<file path="src/assert_macros.svh">
// assertion helpers for the point list table
// compiled out when SYNTHESIS is defined
`ifndef ASSERT_MACROS_SVH
`define ASSERT_MACROS_SVH

`ifndef SYNTHESIS

// property must hold at every clock edge outside reset
`define ASSERT_CLK(label, clk, rst, prop, msg) \
   label: assert property (@(posedge clk) disable iff (rst) (prop)) else $error(msg);

// expression must never be true outside reset
`define ASSERT_NEVER(label, clk, rst, expr, msg) \
   label: assert property (@(posedge clk) disable iff (rst) !(expr)) else $error(msg);

`else

`define ASSERT_CLK(label, clk, rst, prop, msg)

`define ASSERT_NEVER(label, clk, rst, expr, msg)

`endif

`endif

</file>
<file path="src/plt_pkg.sv">
package plt_pkg;

   // default list depth
   localparam int DEPTH_DEF = 32;

   // operation codes
   localparam logic [2:0] OP_PUSH   = 3'd0;
   localparam logic [2:0] OP_POP    = 3'd1;
   localparam logic [2:0] OP_DELETE = 3'd2;
   localparam logic [2:0] OP_RADIUS = 3'd3;
   localparam logic [2:0] OP_MEMBER = 3'd4;
   localparam logic [2:0] OP_COUNT  = 3'd5;

   // status codes
   localparam logic [1:0] ST_OK        = 2'd0;
   localparam logic [1:0] ST_EMPTY     = 2'd1;
   localparam logic [1:0] ST_NOT_FOUND = 2'd2;
   localparam logic [1:0] ST_FULL      = 2'd3;

   // cell commands
   localparam logic [2:0] CELL_HOLD = 3'd0;
   localparam logic [2:0] CELL_PUSH = 3'd1;
   localparam logic [2:0] CELL_POP  = 3'd2;
   localparam logic [2:0] CELL_DEL  = 3'd3;
   localparam logic [2:0] CELL_ROT  = 3'd4;

   typedef struct packed {
      logic signed [31:0] x;
      logic signed [31:0] y;
   } point_type;

   typedef struct packed {
      logic [2:0]         opcode;
      logic signed [31:0] coord_x;
      logic signed [31:0] coord_y;
      logic [63:0]        radius_sq;
   } req_type;

   typedef struct packed {
      logic signed [31:0] point_x;
      logic signed [31:0] point_y;
      logic               point_valid;
      logic               found;
      logic [5:0]         entry_count;
      logic [1:0]         status;
      logic               last;
   } rsp_type;

   // command broadcast to every cell
   typedef struct packed {
      logic [2:0] op;
      point_type  key;
   } cell_ctrl_type;

   // result of the norm unit
   typedef struct packed {
      logic      valid;
      logic      match;
      point_type pt;
   } norm_out_type;

endpackage

</file>
<file path="src/plt_norm.sv">
module plt_norm import plt_pkg::*; (
   input  logic         clock,
   input  logic         reset,
   input  logic         advance,
   input  logic         in_valid,
   input  point_type    in_pt,
   input  logic [63:0]  rsq,
   output norm_out_type nout,
   output logic         busy
);

   logic [31:0] xu, yu, ax, ay;
   logic [63:0] xx, yy, sum;

   logic        s1_v_ff, s1_v_in;
   point_type   s1_pt_ff;
   logic [63:0] s1_xx_ff, s1_yy_ff;
   logic        s2_v_ff, s2_v_in;
   logic        s2_match_ff;
   point_type   s2_pt_ff;

   // magnitudes, the most negative value maps to 2^31
   assign xu = in_pt.x;
   assign yu = in_pt.y;
   assign ax = xu[31] ? (~xu + 32'd1) : xu;
   assign ay = yu[31] ? (~yu + 32'd1) : yu;

   // stage one: squares
   assign xx = {32'd0, ax} * {32'd0, ax};
   assign yy = {32'd0, ay} * {32'd0, ay};

   // stage two: sum, at most 2^63 so no carry out
   assign sum = s1_xx_ff + s1_yy_ff;

   assign s1_v_in = advance ? in_valid : s1_v_ff;
   assign s2_v_in = advance ? s1_v_ff : s2_v_ff;

   always_ff @(posedge clock) begin
      if (reset) begin
         s1_v_ff <= 1'b0;
         s2_v_ff <= 1'b0;
      end else begin
         s1_v_ff <= s1_v_in;
         s2_v_ff <= s2_v_in;
      end
      if (advance) begin
         s1_pt_ff    <= in_pt;
         s1_xx_ff    <= xx;
         s1_yy_ff    <= yy;
         s2_pt_ff    <= s1_pt_ff;
         s2_match_ff <= (sum <= rsq);
      end
   end

   assign nout.valid = s2_v_ff;
   assign nout.match = s2_match_ff;
   assign nout.pt    = s2_pt_ff;
   assign busy       = s1_v_ff | s2_v_ff;

endmodule

</file>
<file path="config.mk">
export PLATFORM = sky130hd
export DESIGN_NAME = plt_norm
export DESIGN_NICKNAME = d
export VERILOG_FILES = /design/src/assert_macros.svh /design/src/plt_pkg.sv /design/src/plt_norm.sv
export SDC_FILE = /design/constraint.sdc
export NUM_CORES = 2
export LEC_CHECK = 0
export ABC_AREA = 1
export BUFFER_PORTS_ARGS = -buffer_cell sky130_fd_sc_hd__buf_2
export CAP_MARGIN = 40
export CORE_MARGIN = 3
export CORE_UTILIZATION = 41
export CTS_CLUSTER_DIAMETER = 60
export DETAILED_ROUTE_END_ITERATION = 10
export GPL_TIMING_DRIVEN = 0
export PLACE_DENSITY_LB_ADDON = 0.12
export SLEW_MARGIN = 20
export SYNTH_ARGS = -nofsm -noshare
export SYNTH_HDL_FRONTEND = slang
export SYNTH_SLANG_ARGS = --single-unit
</file>
<file path="constraint.sdc">
create_clock -name clock -period 11.5 [get_ports clock]
set_clock_uncertainty 0.05 [all_clocks]
set_input_delay 1.725 -clock clock [delete_from_list [all_inputs] [get_ports clock]]
set_output_delay 1.725 -clock clock [all_outputs]
set_load 0.005 [all_outputs]
</file>
==> run metrics <==
period utilisation layout 97.6%; number of synthesized register bits 255; drt pass-1 iters 6; Hold WS 0.357 ns; routed vias 60,400; ys flop type edfxtp_1; number of CTS-inserted buffers 29; GRT Overall Usage 29.7%; TritonCTS clock tree built; maxcap violations 0; # IOs 199; CP Capture Type register; HP Class register to register; Max Root-Sink Buffers 3; detailed placement HPWL 244,000 um; largest net degree at the start of global routing 92; initial antenna violation count 15; Syn Inst Count 9,150; first-pass GRT wire length 417,000 um; Area Growth Syn to Fin 7.68%; status finished, final reports clean; number of synthesized flops with an enable pin 253; die area 0.190 sq mm; max frequency 0.0891 GHz; die extent in x 436 um; initial core utilization 41.3%; Critical Path Slowest Stage Cell clkinvlp_4; post-synth top area cell fa_1; wire length per cell 23.4 um; vias in the first global route 64,400; CTS Hold Bufs 0; Worst-Skew Late Latency 0.61 ns; CTS HTree Levels 1; layout cells sized above 1 5.25%; Yosys top cell area share 42.0%; Synth cell types 50; Slew @ Worst Pin 0.975 ns; synth warn 0; ys async rst share 0%; DRT iter0 DRCs 4,835; count of final hold-check violations 0; Max stage delay on crit path 0.62 ns; crit-path most repeated cell fa_1; worst-path maximum fanout 16; Die Height 436 um; Data required, critical path 11.76 ns; register area share after synthesis 10.1%; Final Wtd Congestion 1.00; CP Data Arrival Time 11.48 ns; num rows 157; Final setup viols 0; clk sinks 255; CTS root buf clkbuf_16; Mean Syn Cell Area 8.29 sq um; CP Class input pin to register; # DRC 0; Synth Cell Area 0.0759 sq mm; RSZ-0062 raised after global routing false; most common cell in the netlist inv_1; Clock transition at path regs 0.06 ns; vias per std cell 5.05; Nets 11,900; post-CTS setup buffers 0; Synth area leaders fa_1, inv_1, ha_1; Startpoint Class input pin; most frequent cells after synthesis inv_1, fa_1, nand2_1; Fill cells 18,800; post-CTS resize count 0; DRT Wirelength 279,000 um; GRT overflow 0; core area 0.183 sq mm; Antenna Nets Post-Route 0; fin crit period 11.22 ns; max-slew violation count 0; Port Buffer Count 198; max_slew headroom 34.8%
[worst paths after layout]
| path | cells after the start | slack (ns) | end | startpoint |
|---|---|---|---|---|
| setup / recovery | 29 | 0.28 | s1_yy_ff[61] | in_pt[0] |
| hold / removal | 0 | 0.36 | nout[44] | s1_pt_ff[44] |
| setup reg to reg | 21 | 7.42 | s2_match_ff | s1_xx_ff[8] |
| hold reg to reg | 0 | 0.36 | nout[44] | s1_pt_ff[44] |
[critical path: cells and delay by family]
| kind | cells | cell delay (ns) |
|---|---|---|
| simple gates | 10 | 2.24 |
| compound gates | 4 | 1.09 |
| buf+inv | 6 | 1.82 |
| fa+ha+maj | 9 | 4.52 |
[metal layers]
metal  up-vias  share of wire (%)  routed length (um)  GRT usage (%)
li1      27400                  -                   -              -
met1     30600                 43              121000           41.0
met2      2078                 46              130000           48.8
met3       388                6.6               18500           3.65
met4         8                3.8               10600           9.24
met5         -              0.019                  54              0
[flip-flops by register name, summed over array words and instances (netlist names)]
name	cells
nout	64
s1_pt_ff	64
s1_xx_ff	62
s1_yy_ff	62
s1_v_ff	1
s2_match_ff	1
s2_v_ff	1
[through the flow]
step	area (sq um)	setup TNS (ns)	setup WS, ns	cells	util, %
floorplan	76000	0	2.22	9196	-
global placement	80100	-65.55	-1.10	11900	43.7
detailed placement	80700	-33.98	-0.852	11900	44.0
CTS	81600	0	0.0422	11900	44.5
global route	81700	0	0.0131	12000	44.5
finish	81700	0	0.275	12000	44.5
[cell families (layout without fill, tap and decap cells)]
| logic type | after synthesis | count (layout) | share of synthesized area (%) |
|---|---|---|---|
| simple gates | 2949 | 2949 | 15.7 |
| xor+xnor | 159 | 159 | 1.91 |
| fa+ha+maj | 2282 | 2282 | 53.4 |
| buf+inv | 2886 | 3177 | 14.5 |
| flops | 255 | 255 | 10.1 |
| compound gates | 617 | 617 | 4.45 |
| other cells | 2 | 52 | 0.00990 |
[final cells by class]
class | instances | area (sq um) | area share [%]
timing repair buffer | 244 | 1590 | 1.95
sequential | 255 | 7640 | 9.35
clock buffer | 34 | 744 | 0.911
clock inverter | 15 | 186 | 0.228
inverter | 2715 | 10200 | 12.5
multi-input combinational | 6055 | 57400 | 70.3
antenna | 4 | 10.0 | 0.0123
tap | 2464 | 3080 | 3.77
buffer | 169 | 816 | 0.999
[cell usage in the layout, fill, tap and decap left out, drive strengths merged]
cell type and n:
or2 16, xnor2 24, clkinv 19, nand3 250, fa 1591, o211ai 7, o21bai 49, a31o 7
clkbuf 93, buf 354, edfxtp 253, conb 48, ha 691, nand3b 11, a21oi 297, a31oi 9
nor2 977, xor2 135, nor3 51, nand2 1562, a21boi 11, nor4 12, dfxtp 2, and3 5
a21o 14, bufinv 2, o31ai 2, o21ai 213, o21a 8, inv 2707, clkinvlp 2, diode 4
and2 4, nand4 59, nor3b 2
Power is not shown: default switching activity piles up to over one toggle a cycle in this logic, so the estimate is an artifact.
