### src/assert_macros.svh
// assertion helpers for the point list table
// compiled out when SYNTHESIS is defined
`ifndef ASSERT_MACROS_SVH
`define ASSERT_MACROS_SVH

`ifndef SYNTHESIS

// property must hold at every clock edge outside reset
`define ASSERT_CLK(label, clk, rst, prop, msg) \
   label: assert property (@(posedge clk) disable iff (rst) (prop)) else $error(msg);

// expression must never be true outside reset
`define ASSERT_NEVER(label, clk, rst, expr, msg) \
   label: assert property (@(posedge clk) disable iff (rst) !(expr)) else $error(msg);

`else

`define ASSERT_CLK(label, clk, rst, prop, msg)

`define ASSERT_NEVER(label, clk, rst, expr, msg)

`endif

`endif

### src/plt_pkg.sv
package plt_pkg;

   // default list depth
   localparam int DEPTH_DEF = 32;

   // operation codes
   localparam logic [2:0] OP_PUSH   = 3'd0;
   localparam logic [2:0] OP_POP    = 3'd1;
   localparam logic [2:0] OP_DELETE = 3'd2;
   localparam logic [2:0] OP_RADIUS = 3'd3;
   localparam logic [2:0] OP_MEMBER = 3'd4;
   localparam logic [2:0] OP_COUNT  = 3'd5;

   // status codes
   localparam logic [1:0] ST_OK        = 2'd0;
   localparam logic [1:0] ST_EMPTY     = 2'd1;
   localparam logic [1:0] ST_NOT_FOUND = 2'd2;
   localparam logic [1:0] ST_FULL      = 2'd3;

   // cell commands
   localparam logic [2:0] CELL_HOLD = 3'd0;
   localparam logic [2:0] CELL_PUSH = 3'd1;
   localparam logic [2:0] CELL_POP  = 3'd2;
   localparam logic [2:0] CELL_DEL  = 3'd3;
   localparam logic [2:0] CELL_ROT  = 3'd4;

   typedef struct packed {
      logic signed [31:0] x;
      logic signed [31:0] y;
   } point_type;

   typedef struct packed {
      logic [2:0]         opcode;
      logic signed [31:0] coord_x;
      logic signed [31:0] coord_y;
      logic [63:0]        radius_sq;
   } req_type;

   typedef struct packed {
      logic signed [31:0] point_x;
      logic signed [31:0] point_y;
      logic               point_valid;
      logic               found;
      logic [5:0]         entry_count;
      logic [1:0]         status;
      logic               last;
   } rsp_type;

   // command broadcast to every cell
   typedef struct packed {
      logic [2:0] op;
      point_type  key;
   } cell_ctrl_type;

   // result of the norm unit
   typedef struct packed {
      logic      valid;
      logic      match;
      point_type pt;
   } norm_out_type;

endpackage

### src/plt_cell.sv
module plt_cell import plt_pkg::*; (
   input  logic          clock,
   input  logic          reset,
   input  cell_ctrl_type ctrl,
   input  point_type     left_pt,
   input  logic          left_occ,
   input  point_type     right_pt,
   input  logic          right_occ,
   input  point_type     head_pt,
   input  logic          seen_in,
   output point_type     pt,
   output logic          occ,
   output logic          seen_out
);

   point_type pt_ff, pt_in;
   logic      occ_ff, occ_in;
   logic      match;

   // exact compare against the key, only for occupied cells
   assign match    = occ_ff && (pt_ff == ctrl.key);
   assign seen_out = seen_in | match;

   // next point and occupancy
   always_comb begin
      pt_in  = pt_ff;
      occ_in = occ_ff;
      case (ctrl.op)
         CELL_PUSH: begin
            pt_in  = left_pt;
            occ_in = left_occ;
         end
         CELL_POP: begin
            pt_in  = right_pt;
            occ_in = right_occ;
         end
         CELL_DEL: begin
            if (seen_out) begin
               pt_in  = right_pt;
               occ_in = right_occ;
            end
         end
         CELL_ROT: begin
            // the last occupied cell wraps around to the head point
            if (occ_ff && !right_occ) begin
               pt_in = head_pt;
            end else begin
               pt_in = right_pt;
            end
         end
         default: begin
         end
      endcase
   end

   always_ff @(posedge clock) begin
      pt_ff <= pt_in;
      if (reset) begin
         occ_ff <= 1'b0;
      end else begin
         occ_ff <= occ_in;
      end
   end

   assign pt  = pt_ff;
   assign occ = occ_ff;

endmodule

### config.mk
export PLATFORM = sky130hd
export DESIGN_NAME = plt_cell
export DESIGN_NICKNAME = d
export VERILOG_FILES = /design/src/assert_macros.svh /design/src/plt_pkg.sv /design/src/plt_cell.sv
export SDC_FILE = /design/constraint.sdc
export NUM_CORES = 1
export LEC_CHECK = 0
export ABC_AREA = 1
export ABC_CLOCK_PERIOD_IN_PS = 2500
export BUFFER_PORTS_ARGS = -buffer_cell sky130_fd_sc_hd__buf_2
export CORE_ASPECT_RATIO = 0.75
export CORE_MARGIN = 1
export CORE_UTILIZATION = 25
export DETAILED_ROUTE_END_ITERATION = 10
export PLACE_DENSITY = 0.6
export SKIP_CTS_REPAIR_TIMING = 1
export SYNTH_ARGS = -nofsm -noshare
export SYNTH_HDL_FRONTEND = slang
export SYNTH_SLANG_ARGS = --single-unit
### constraint.sdc
create_clock -name clock -period 2.5 [get_ports clock]
set_input_delay 0.125 -clock clock [delete_from_list [all_inputs] [get_ports clock]]
set_output_delay 0.125 -clock clock [all_outputs]
set_load 0.05 [all_outputs]
==> PnR_summary.wiki, run 1 <==
{| class="wikitable"
! Metric !! Value
|-
| Source-to-sink clock delay at the later pin of the worst-skew pair || around 0.33 ns
|-
| Worst clock skew || 0.00518 ns
|-
| Via count normalized by instance count || 4.44
|-
| Crit path DAT || ~2.2 ns
|-
| Number of H-tree levels || 3
|-
| Max Clk Rate || between 400 and 500 MHz
|-
| Synth warn || 0
|-
| Bufs on Longest Clock Path || 2
|-
| Number of cell rows || 45
|-
| Kind of start point of the critical path || flip-flop
|-
| Count of antenna diodes in the layout || 0
|-
| Detailed-routing iteration count for the pre-antenna-repair pass || 6
|-
| Crit path cell chain || xor2_1, nor2_1, nand2_1, nor2_1, nand2_1, nor2_1, nand2_1, nand3_2, a21oi_2, clkinvlp_4, buf_12
|-
| Post-Syn Instances || ~700
|-
| Unrepaired setup endpoints after global routing || false
|-
| Boundary pin count || between 300 and 400
|-
| Detailed placer's ending HPWL || around 15 mm
|-
| Share of post-route cells with drive strength above 1 || 40.0%
|-
| Critical path class || flip-flop to flip-flop
|-
| Global-route wire length before repair || 27.6 mm
|-
| Element type at the critical path end || flip-flop
|-
| Final hold vios || 0
|-
| RePlAce Congestion || 0.821
|-
| Number of global-route vias before repair || 5465
|-
| Y dimension of the die || approximately 130 µm
|-
| Number of max-slew violations in the final report || 0
|-
| Dominant synthesized flop cell || sky130_fd_sc_hd__edfxtp_1
|-
| Routed len/inst || between 10 and 15 µm
|-
| Buffer cell driving the clock tree root || sky130_fd_sc_hd__clkbuf_16
|-
| Result of the run || complete, no violations
|-
| Maximum Capacitance Violations || 0
|-
| Placed cell count || around 1300
|-
| Count of flip-flops with a built-in enable after synthesis || between 60 and 70
|-
| Final setup violating endpoints || 0
|-
| Num CTS Buffers || 9
|-
| DR vias || around 5700
|-
| Hold slack final || approximately 0.025 ns
|-
| Area fraction of the dominant cell type after synthesis || ~37%
|-
| GRT overflow || 0
|-
| Register bit total from synthesis || 65
|-
| Slew margin rel. || 55.3%
|-
| Netlist area before placement || roughly 5300 µm²
|-
| Antenna violations before repair || 0
|-
| Area added between synthesis and finish || 40.8%
|-
| Tcrit/Tclk final || between 80% and 90%
|-
| # fillers || between 2000 and 2500
|-
| CTS sink cnt || 65
|-
| Leakage || about 3.7 nW
|-
| Leading cell types by total area after synthesis || sky130_fd_sc_hd__edfxtp_1 (37%), sky130_fd_sc_hd__inv_1 (9.4%), sky130_fd_sc_hd__o211ai_1 (9.1%)
|-
| GRT Overall Usage || between 15 and 20%
|-
| Max stage delay cell, worst path || sky130_fd_sc_hd__edfxtp_1
|-
| TritonCTS clock tree || built
|-
| Die area || between 20000 and 25000 µm²
|-
| DRC violations left || 0
|-
| Footprint of the multi-input gates || 2550 µm²
|-
| Seq. cell area || slightly below 2000 µm²
|-
| Die W || between 150 and 200 µm
|-
| Final antenna-violating net count || 0
|-
| Nets || ~1300
|-
| Largest stage delay on the critical path || about 0.4 ns
|-
| Core area || a little over 20000 µm²
|-
| List of most frequent post-synthesis cells || sky130_fd_sc_hd__inv_1 (131), sky130_fd_sc_hd__nand2_1 (98), sky130_fd_sc_hd__nand3_1 (69), sky130_fd_sc_hd__edfxtp_1 (64), sky130_fd_sc_hd__o211ai_1 (64)
|-
| Share of synthesized registers carrying an async set or reset || 0%
|-
| Post-synthesis cell type count || 26
|-
| Largest net degree at the start of global routing || 56
|-
| Path class of the lowest-slack min-delay path || primary input to flip-flop
|-
| Worst supply voltage drop on vdd || between 0.2 and 0.25 mV
|-
| Pwr Density || about 550 nW/µm²
|-
| Initial standard-cell utilization of the core || approximately 26%
|-
| Slew @ Worst Pin || between 0.6 and 0.7 ns
|-
| Period minus WS final || approximately 2.1 ns
|-
| Library cell occupying the most area in the post-synthesis netlist || sky130_fd_sc_hd__edfxtp_1
|-
| Register area share after synthesis || about 37%
|-
| Critical Path Fanout Max || 40
|-
| Register clock-pin slew on the reported worst setup and hold paths || about 0.050 ns
|-
| Crit path required time || between 2 and 3 ns
|-
| Drt total wl || 17.9 mm
|-
| Number of DRC markers in iteration 0 || about 270
|-
| Mean Syn Cell Area || roughly 7.5 µm²
|-
| Number of nets in the synthesized netlist || around 960
|-
| Number of port buffers || ~330
|-
| Number of cells in the finished layout apart from fillers || roughly 1300
|-
| Leading cell type by number of instances after synthesis || sky130_fd_sc_hd__inv_1
|}
logic make-up (layout without fill, tap and decap cells):
kind of cell,after synthesis,after routing,share of synthesized area (%)
buf+inv,175,487,14.8
simple gates,226,226,18.1
mux,1,1,0.190
flops,65,65,37.0
xor+xnor,23,23,3.83
compound gates,208,208,26.1
path summary, 6_finish.rpt:
kind	startpoint	to	slack (ns)	depth (start not counted)
worst max register to register	pt[24]$_DFFE_PP_	pt[25]$_DFFE_PP_	0.36	11
worst max-delay path	pt[24]$_DFFE_PP_	pt[25]$_DFFE_PP_	0.36	11
worst min-delay path	reset	occ$_SDFFE_PP0P_	0.02	4
worst min register to register	occ$_SDFFE_PP0P_	occ$_SDFFE_PP0P_	0.53	2
state kept, by name (all words and copies together), names as in the netlist:
signal and count:
pt 64, occ 1
critical path, delay by kind of cell, from the launching register on:
family / cells / cell delay, ns
flip-flops: 1 / 0.40
AO/OA/AOI/OAI: 1 / 0.07
AND/OR/NAND/NOR: 7 / 0.81
XOR/XNOR: 1 / 0.16
buffers and inverters: 2 / 0.36
power by group:
group / switching [mW] / internal, mW
clock: 0.434 / 0.643
sequential: 0.0941 / 1.38
combinational: 1.01 / 0.466
total: 1.54 / 2.49
cells in the final DEF (no fill, tap or decap), types with 2 or more instances in the layout:
cell,instances
sky130_fd_sc_hd__o211ai_1,64
sky130_fd_sc_hd__a21oi_1,21
sky130_fd_sc_hd__nor2_2,2
sky130_fd_sc_hd__nor3_1,2
sky130_fd_sc_hd__a21oi_2,46
sky130_fd_sc_hd__edfxtp_1,64
sky130_fd_sc_hd__xor2_1,16
sky130_fd_sc_hd__buf_2,329
sky130_fd_sc_hd__nor2_1,52
sky130_fd_sc_hd__nand2_1,97
sky130_fd_sc_hd__xnor2_1,7
sky130_fd_sc_hd__buf_12,6
sky130_fd_sc_hd__o21ai_1,65
sky130_fd_sc_hd__clkbuf_16,9
sky130_fd_sc_hd__inv_1,130
sky130_fd_sc_hd__nand3_1,69
sky130_fd_sc_hd__clkinv_1,3
sky130_fd_sc_hd__o21ai_0,12
sky130_fd_sc_hd__buf_4,6
metrics by stage:
stage | cell area, µm² | setup slack (ns) | utilization (%) | TNS (ns) | power [mW]
after global placement | 7160 | 0.397 | 35.0 | 0 | 2.98
after floorplan | 5260 | -0.240 | - | -15.38 | 2.48
final | 7400 | 0.355 | 36.2 | 0 | 4.04
after global routing | 7400 | 0.101 | 36.2 | 0 | 4.26
after CTS | 7400 | 0.334 | 36.2 | 0 | 4.10
after detailed placement | 7160 | 0.356 | 35.0 | 0 | 2.99
cell type report:
class                           count  area share, %
Sequential cell                    65           26.2
Inverter                          133           6.83
Timing Repair Buffer              341           24.5
Clock buffer                       10           3.09
Multi-Input combinational cell    458           34.4
Clock inverter                      3          0.152
Tap cell                          282           4.77
metal layers:
metal	wire length (µm)	GRT usage (%)
met3	1080	3.84
met1	8260	21.0
met4	279	4.72
met2	8320	28.1
met5	0	0
(Power assumes the default switching activity.)
==> inputs of run 2 (changes only) <==
--- a/config.mk
+++ b/config.mk
@@ -9,10 +9,9 @@
 export ABC_CLOCK_PERIOD_IN_PS = 2500
 export BUFFER_PORTS_ARGS = -buffer_cell sky130_fd_sc_hd__buf_2
 export CORE_ASPECT_RATIO = 0.75
-export CORE_MARGIN = 1
-export CORE_UTILIZATION = 25
+export CORE_UTILIZATION = 35
 export DETAILED_ROUTE_END_ITERATION = 10
-export PLACE_DENSITY = 0.6
+export PLACE_DENSITY = 0.76
 export SKIP_CTS_REPAIR_TIMING = 1
 export SYNTH_ARGS = -nofsm -noshare
 export SYNTH_HDL_FRONTEND = slang
==> run 2 against run 1 <==
Sequential power barely moved. Final cell count fell by 5.9%. Wire length is 7.8% lower. Flip-flop and latch count did not move. Cell area shrank 0.61%. Clock-buffer cell count is 2 higher. First-iteration DRC count up 9.2%. Die area shrank 28%. Maximum frequency shrank 4.4%. Combinational power hardly changed. Utilization increased by 14 points. Hold slack better by 0.0016 ns. Critical path type unchanged. Largest power group unchanged. Highest routed layer unchanged.
==> PnR_summary.wiki, run 2 (synthesized netlist as in run 1, its figures left out) <==
{| class="wikitable"
! Metric !! Value
|-
| Proportion of power drawn by the clock network || 28.8% (+2.1 points)
|-
| Origin of the critical flop-to-flop path || pt[34]$_DFFE_PP_
|-
| Count of cells along the worst register-to-register path || 11 (unchanged)
|-
| Detailed placer's ending HPWL || 13.5 mm (-8.5%)
|-
| Routed len/inst || 13.6 µm (-2.0%)
|-
| DR vias || 5789 (+0.96%)
|-
| Buffer cell driving the clock tree root || sky130_fd_sc_hd__clkbuf_16
|-
| Cells on Worst Hold Path || 4 (unchanged)
|-
| Drt total wl || 16.5 mm (-7.8%)
|-
| Period minus WS final || 2.24 ns (+0.0981 ns)
|-
| Path class of the lowest-slack min-delay path || primary input to flip-flop
|-
| Pwr Density || 564 nW/µm² (+3.4%)
|-
| Critical path class || flip-flop to flip-flop
|-
| Tcrit/Tclk final || 89.7% (+3.9 points)
|-
| Switch share || 36.9% (-1.3 points)
|-
| Sequential Power Share || 35.7% (-0.9 points)
|-
| Commonest non-fill, non-tap cells in the layout || sky130_fd_sc_hd__buf_2 (329), sky130_fd_sc_hd__inv_1 (130), sky130_fd_sc_hd__nand2_1 (97)
|-
| Via count normalized by instance count || 4.76 (+7.3%)
|-
| Final antenna-violating net count || 0 (unchanged)
|-
| Initial standard-cell utilization of the core || 36.1% (+10 points)
|-
| Final Total Pwr || 4.15 mW (+2.8%)
|-
| CTS sink cnt || 65 (unchanged)
|-
| Kind of start point of the critical path || flip-flop
|-
| Smallest setup slack after layout || 0.257 ns (-0.0981 ns)
|-
| Final setup violating endpoints || 0 (unchanged)
|-
| Die area || 15500 µm² (-28%)
|-
| TritonCTS clock tree || built
|-
| Internal portion of total power || 2.62 mW (+5.0%)
|-
| Global-route wire length before repair || 25.3 mm (-8.5%)
|-
| Result of the run || complete, no violations
|-
| Core area || 14500 µm² (-29%)
|-
| GRT overflow || 0 (unchanged)
|-
| Slew @ Worst Pin || 0.780 ns (+0.110 ns)
|-
| Area added between synthesis and finish || 40.0%
|-
| Y dimension of the die || 108 µm (-15%)
|-
| Reg-to-reg setup timing slack || 0.26 ns (-0.10 ns)
|-
| Setup TNS || 0 ns (unchanged)
|-
| Number of port buffers || 329 (unchanged)
|-
| Num CTS Buffers || 9 (unchanged)
|-
| Die W || 143 µm (-15%)
|-
| Number of flip-flops in the largest register || 64 (unchanged)
|-
| Bufs on Longest Clock Path || 2 (unchanged)
|-
| Antenna violations before repair || 0 (unchanged)
|-
| Critical Path Fanout Max || 12 (-70%)
|-
| Logic pwr share || 35.5% (-1.2 points)
|-
| Boundary pin count || 330 (unchanged)
|-
| Largest net degree at the start of global routing || 61 (+8.9%)
|-
| DRC violations left || 0 (unchanged)
|-
| Number of DRC markers in iteration 0 || 297 (+9.2%)
|-
| Min-Delay Endpoint || occ$_SDFFE_PP0P_
|-
| Most frequent standard cell in the layout excluding fill and tap cells || sky130_fd_sc_hd__buf_2
|-
| Number of max-slew violations in the final report || 0 (unchanged)
|-
| Worst clock skew || 0.00654 ns (+0.00137 ns)
|-
| Hold path startpoint || reset
|-
| Crit path required time || 2.51 ns (about the same)
|-
| Final hold vios || 0 (unchanged)
|-
| Slew margin rel. || 48.0% (-7.4 points)
|-
| RePlAce Congestion || 0.835 (+1.8%)
|-
| Number of global-route vias before repair || 5334 (-2.4%)
|-
| Hold slack final || 0.0263 ns (+0.00161 ns)
|-
| Leakage || 3.70 nW (+0.85%)
|-
| Maximum Capacitance Violations || 0 (unchanged)
|-
| Nets || 1275 (+0.24%)
|-
| Element type at the critical path end || flip-flop
|-
| Destination of the worst register-to-register timing path || pt[4]$_DFFE_PP_
|-
| Max Clk Rate || 446 MHz (-4.4%)
|-
| Detailed-routing iteration count for the pre-antenna-repair pass || 7 (+1)
|-
| Pre-CTS WS || 0.144 ns (-0.213 ns)
|-
| Crit path DAT || 2.26 ns (+0.10 ns)
|-
| Count of antenna diodes in the layout || 0 (unchanged)
|-
| Number of H-tree levels || 3 (unchanged)
|-
| Number of cell rows || 38 (-16%)
|-
| Switching power || 1.53 mW (-0.80%)
|-
| Unrepaired setup endpoints after global routing || false
|-
| Source-to-sink clock delay at the later pin of the worst-skew pair || 0.32 ns (about the same)
|-
| Register clock-pin slew on the reported worst setup and hold paths || 0.06 ns (about the same)
|-
| Worst supply voltage drop on vdd || 0.327 mV (+53%)
|-
| GRT Overall Usage || 21.0% (+4.4 points)
|-
| Share of post-route cells with drive strength above 1 || 40.5% (+0.45 points)
|}
-- run 2: metal layers --
layer / global-route usage (%) / up-vias / wire length [µm] / part of all wire [%]
li1: - / 2984 / - / -
met1: 26.7 / 2552 / 7270 / 44
met2: 35.4 / 221 / 7770 / 47
met3: 4.43 / 32 / 1110 / 6.7
met4: 7.07 / 0 / 396 / 2.4
met5: 0 / - / 0 / 0
-- run 2: how the worst max path moves through the flow --
stage	cells after the start	start	slack [ns]	end
final	11	pt[34]$_DFFE_PP_	0.26	pt[4]$_DFFE_PP_
after global routing	11	pt[34]$_DFFE_PP_	0.03	pt[4]$_DFFE_PP_
after CTS	13	pt[29]$_DFFE_PP_	0.13	pt[19]$_DFFE_PP_
after detailed placement	13	pt[29]$_DFFE_PP_	0.14	pt[15]$_DFFE_PP_
after global placement	13	pt[29]$_DFFE_PP_	0.14	pt[15]$_DFFE_PP_
after floorplan	12	pt[20]$_DFFE_PP_	-0.24	pt[0]$_DFFE_PP_
-- run 2: area by class of cell --
| type | instances | area (µm²) |
|---|---|---|
| tap | 200 | 250 |
| clock inverter | 4 | 43.8 |
| multi-input combinational | 458 | 2550 |
| sequential | 65 | 1940 |
| clock buffer | 12 | 236 |
| fill | 1453 | 7190 |
| inverter | 133 | 505 |
| timing repair buffer | 344 | 1830 |
-- run 2: worst max-delay path: stages (launching register included) --
cell and delay (ns):
sky130_fd_sc_hd__edfxtp_1 0.42, sky130_fd_sc_hd__xor2_1 0.16, sky130_fd_sc_hd__nor2_1 0.13, sky130_fd_sc_hd__nand2_1 0.08
sky130_fd_sc_hd__nor2_2 0.20, sky130_fd_sc_hd__nand2_1 0.07, sky130_fd_sc_hd__nor2_1 0.20, sky130_fd_sc_hd__nand2_1 0.11
sky130_fd_sc_hd__nand3_2 0.10, sky130_fd_sc_hd__a21oi_2 0.07, sky130_fd_sc_hd__clkinvlp_4 0.13, sky130_fd_sc_hd__buf_4 0.24
-- run 2: per-stage QoR --
step,cells,utilization [%],cell area [µm²]
2_1_floorplan,698,-,5260
3_3_place_gp,1199,48.4,7050
3_5_place_dp,1199,48.4,7050
4_1_cts,1215,50.4,7330
5_1_grt,1216,50.6,7360
6_report,1216,50.6,7360
-- run 2: power by group through the flow --
stage	clock network [mW]	logic, mW	registers, mW
final	1.19	1.47	1.48
after global routing	1.27	1.59	1.50
after CTS	1.23	1.47	1.48
after detailed placement	0	1.47	1.50
after global placement	0	1.46	1.49
after floorplan	0	0.498	1.98
==> inputs of run 3 (changes only) <==
--- a/config.mk
+++ b/config.mk
@@ -11,7 +11,7 @@
 export CORE_ASPECT_RATIO = 0.75
 export CORE_UTILIZATION = 35
 export DETAILED_ROUTE_END_ITERATION = 10
-export PLACE_DENSITY = 0.76
+export PLACE_DENSITY = 0.78
 export SKIP_CTS_REPAIR_TIMING = 1
 export SYNTH_ARGS = -nofsm -noshare
 export SYNTH_HDL_FRONTEND = slang
==> run 3 against run 2 <==
Via count down 0.45%. Largest cell class unchanged. Hold slack gained 0.0064 ns. Clock skew about the same. Critical endpoint is now pt[37]$_DFFE_PP_. Sequential power hardly changed.
==> PnR_summary.wiki, run 3 (synthesized netlist as in run 1, its figures left out) <==
{| class="wikitable"
! Metric !! Value
|-
| Result of the run || complete, no violations
|-
| Bufs on Longest Clock Path || 2 (unchanged)
|-
| Tcrit/Tclk final || 87.4% (-2.3 points)
|-
| Crit path DAT || 2.20 ns (-0.06 ns)
|-
| GRT Overall Usage || 21.0% (-0.029 points)
|-
| Number of global-route vias before repair || 5132 (-3.8%)
|-
| DR vias || 5763 (-0.45%)
|-
| Smallest setup slack after layout || 0.316 ns (+0.0587 ns)
|-
| Slew margin rel. || 58.1% (+10 points)
|-
| Largest net degree at the start of global routing || 61 (unchanged)
|-
| RePlAce Congestion || 0.877 (+5.0%)
|-
| Final hold vios || 0 (unchanged)
|-
| Num CTS Buffers || 9 (unchanged)
|-
| GRT overflow || 0 (unchanged)
|-
| Source-to-sink clock delay at the later pin of the worst-skew pair || 0.33 ns (about the same)
|-
| Detailed placer's ending HPWL || 13.6 mm (+0.95%)
|-
| Max Clk Rate || 458 MHz (+2.7%)
|-
| Path class of the lowest-slack min-delay path || primary input to flip-flop
|-
| Element type at the critical path end || flip-flop
|-
| Critical path class || flip-flop to flip-flop
|-
| Via count normalized by instance count || 4.74 (-0.37%)
|-
| Worst supply voltage drop on vdd || 0.328 mV (+0.52%)
|-
| TritonCTS clock tree || built
|-
| Register clock-pin slew on the reported worst setup and hold paths || 0.06 ns (about the same)
|-
| Detailed-routing iteration count for the pre-antenna-repair pass || 4 (-3)
|-
| DRC violations left || 0 (unchanged)
|-
| Most frequent standard cell in the layout excluding fill and tap cells || sky130_fd_sc_hd__buf_2
|-
| Number of cell rows || 38 (unchanged)
|-
| Pre-CTS WS || 0.290 ns (+0.147 ns)
|-
| Routed len/inst || 13.9 µm (+1.9%)
|-
| Buffer cell driving the clock tree root || sky130_fd_sc_hd__clkbuf_16
|-
| Core area || 14500 µm² (unchanged)
|-
| Final antenna-violating net count || 0 (unchanged)
|-
| Unrepaired setup endpoints after global routing || false
|-
| Period minus WS final || 2.18 ns (-0.0587 ns)
|-
| Number of max-slew violations in the final report || 0 (unchanged)
|-
| Nets || 1274 (-0.078%)
|-
| Die W || 143 µm (unchanged)
|-
| Antenna violations before repair || 0 (unchanged)
|-
| Final setup violating endpoints || 0 (unchanged)
|-
| Boundary pin count || 330 (unchanged)
|-
| Initial standard-cell utilization of the core || 36.1% (unchanged)
|-
| Drt total wl || 16.8 mm (+1.8%)
|-
| # fillers || 1445 (-0.55%)
|-
| Die area || 15500 µm² (unchanged)
|-
| Y dimension of the die || 108 µm (unchanged)
|-
| Number of flip-flops in the largest register || 64 (unchanged)
|-
| Global-route wire length before repair || 24.9 mm (-1.6%)
|-
| Critical Path Fanout Max || 33 (+21)
|-
| Number of DRC markers in iteration 0 || 278 (-6.4%)
|-
| Worst clock skew || 0.00660 ns (+0.0000610 ns)
|-
| Share of post-route cells with drive strength above 1 || 40.7% (+0.24 points)
|-
| Number of H-tree levels || 3 (unchanged)
|-
| Area added between synthesis and finish || 40.7%
|-
| CTS sink cnt || 65 (unchanged)
|-
| Slew @ Worst Pin || 0.629 ns (-0.151 ns)
|-
| Count of antenna diodes in the layout || 0 (unchanged)
|-
| Pwr Density || 571 nW/µm² (+1.2%)
|-
| Leakage || 3.71 nW (+0.27%)
|-
| Maximum Capacitance Violations || 0 (unchanged)
|-
| Crit path required time || 2.52 ns (about the same)
|-
| Kind of start point of the critical path || flip-flop
|-
| Commonest non-fill, non-tap cells in the layout || sky130_fd_sc_hd__buf_2 (329), sky130_fd_sc_hd__inv_1 (130), sky130_fd_sc_hd__nand2_1 (97)
|-
| Hold slack final || 0.0327 ns (+0.00644 ns)
|-
| Number of port buffers || 329 (unchanged)
|}
==> run 3: changes by cell type in the layout (fill, tap and decap cells not counted), sizes merged <==
cell	change
clkinvlp	+3
clkbuf	-4
==> run 3: cell type report <==
cell class	count	area, µm²	area share, %
clock buffer	9	225	3.05
clock inverter	7	71.3	0.964
inverter	133	505	6.84
multi-input combinational	458	2550	34.5
sequential	65	1940	26.3
tap	200	250	3.38
timing repair buffer	343	1850	25.0
==> run 3: metrics by stage <==
stage                     area (µm²)  TNS [ns]  power, mW  cells  util [%]
final                           7390         0       4.22   1215      50.8
after global routing            7390         0       4.42   1215      50.8
after CTS                       7390         0       4.27   1215      50.8
after detailed placement        7100         0       3.00   1199      48.8
after global placement          7100         0       2.97   1199      48.8
after floorplan                 5260    -15.38       2.48    698         -
==> run 3: worst paths after layout <==
kind | startpoint | endpoint | slack, ns | cells past startpoint
worst max-delay path | pt[3]$_DFFE_PP_ | pt[37]$_DFFE_PP_ | 0.32 | 12
worst min-delay path | reset | occ$_SDFFE_PP0P_ | 0.03 | 4
worst max register to register | pt[3]$_DFFE_PP_ | pt[37]$_DFFE_PP_ | 0.32 | 12
worst min register to register | occ$_SDFFE_PP0P_ | occ$_SDFFE_PP0P_ | 0.53 | 2
==> run 3: power breakdown <==
group / internal [mW] / switching (mW) / leakage [nW]
registers: 1.38 / 0.0985 / 0.621
logic: 0.471 / 1.01 / 2.95
clock network: 0.769 / 0.483 / 0.137
total: 2.62 / 1.60 / 3.71
==> run 3: critical path, stage by stage, from the launching register on <==
cell                         delay, ns
sky130_fd_sc_hd__edfxtp_1         0.42
sky130_fd_sc_hd__nand2_1          0.09
sky130_fd_sc_hd__nand2_1          0.05
sky130_fd_sc_hd__nor2_1           0.08
sky130_fd_sc_hd__nand2_1          0.08
sky130_fd_sc_hd__nor2_1           0.17
sky130_fd_sc_hd__nand3_1          0.13
sky130_fd_sc_hd__nor2_1           0.11
sky130_fd_sc_hd__nand2_1          0.08
sky130_fd_sc_hd__nand3_2          0.09
sky130_fd_sc_hd__a21oi_2          0.08
sky130_fd_sc_hd__clkinvlp_4       0.22
sky130_fd_sc_hd__buf_12           0.25
==> run 3: routing by layer <==
layer	wire, µm	global-route usage, %
met2	7980	35.4
met4	362	7.22
met1	7490	26.3
met5	0	0
met3	1020	4.69
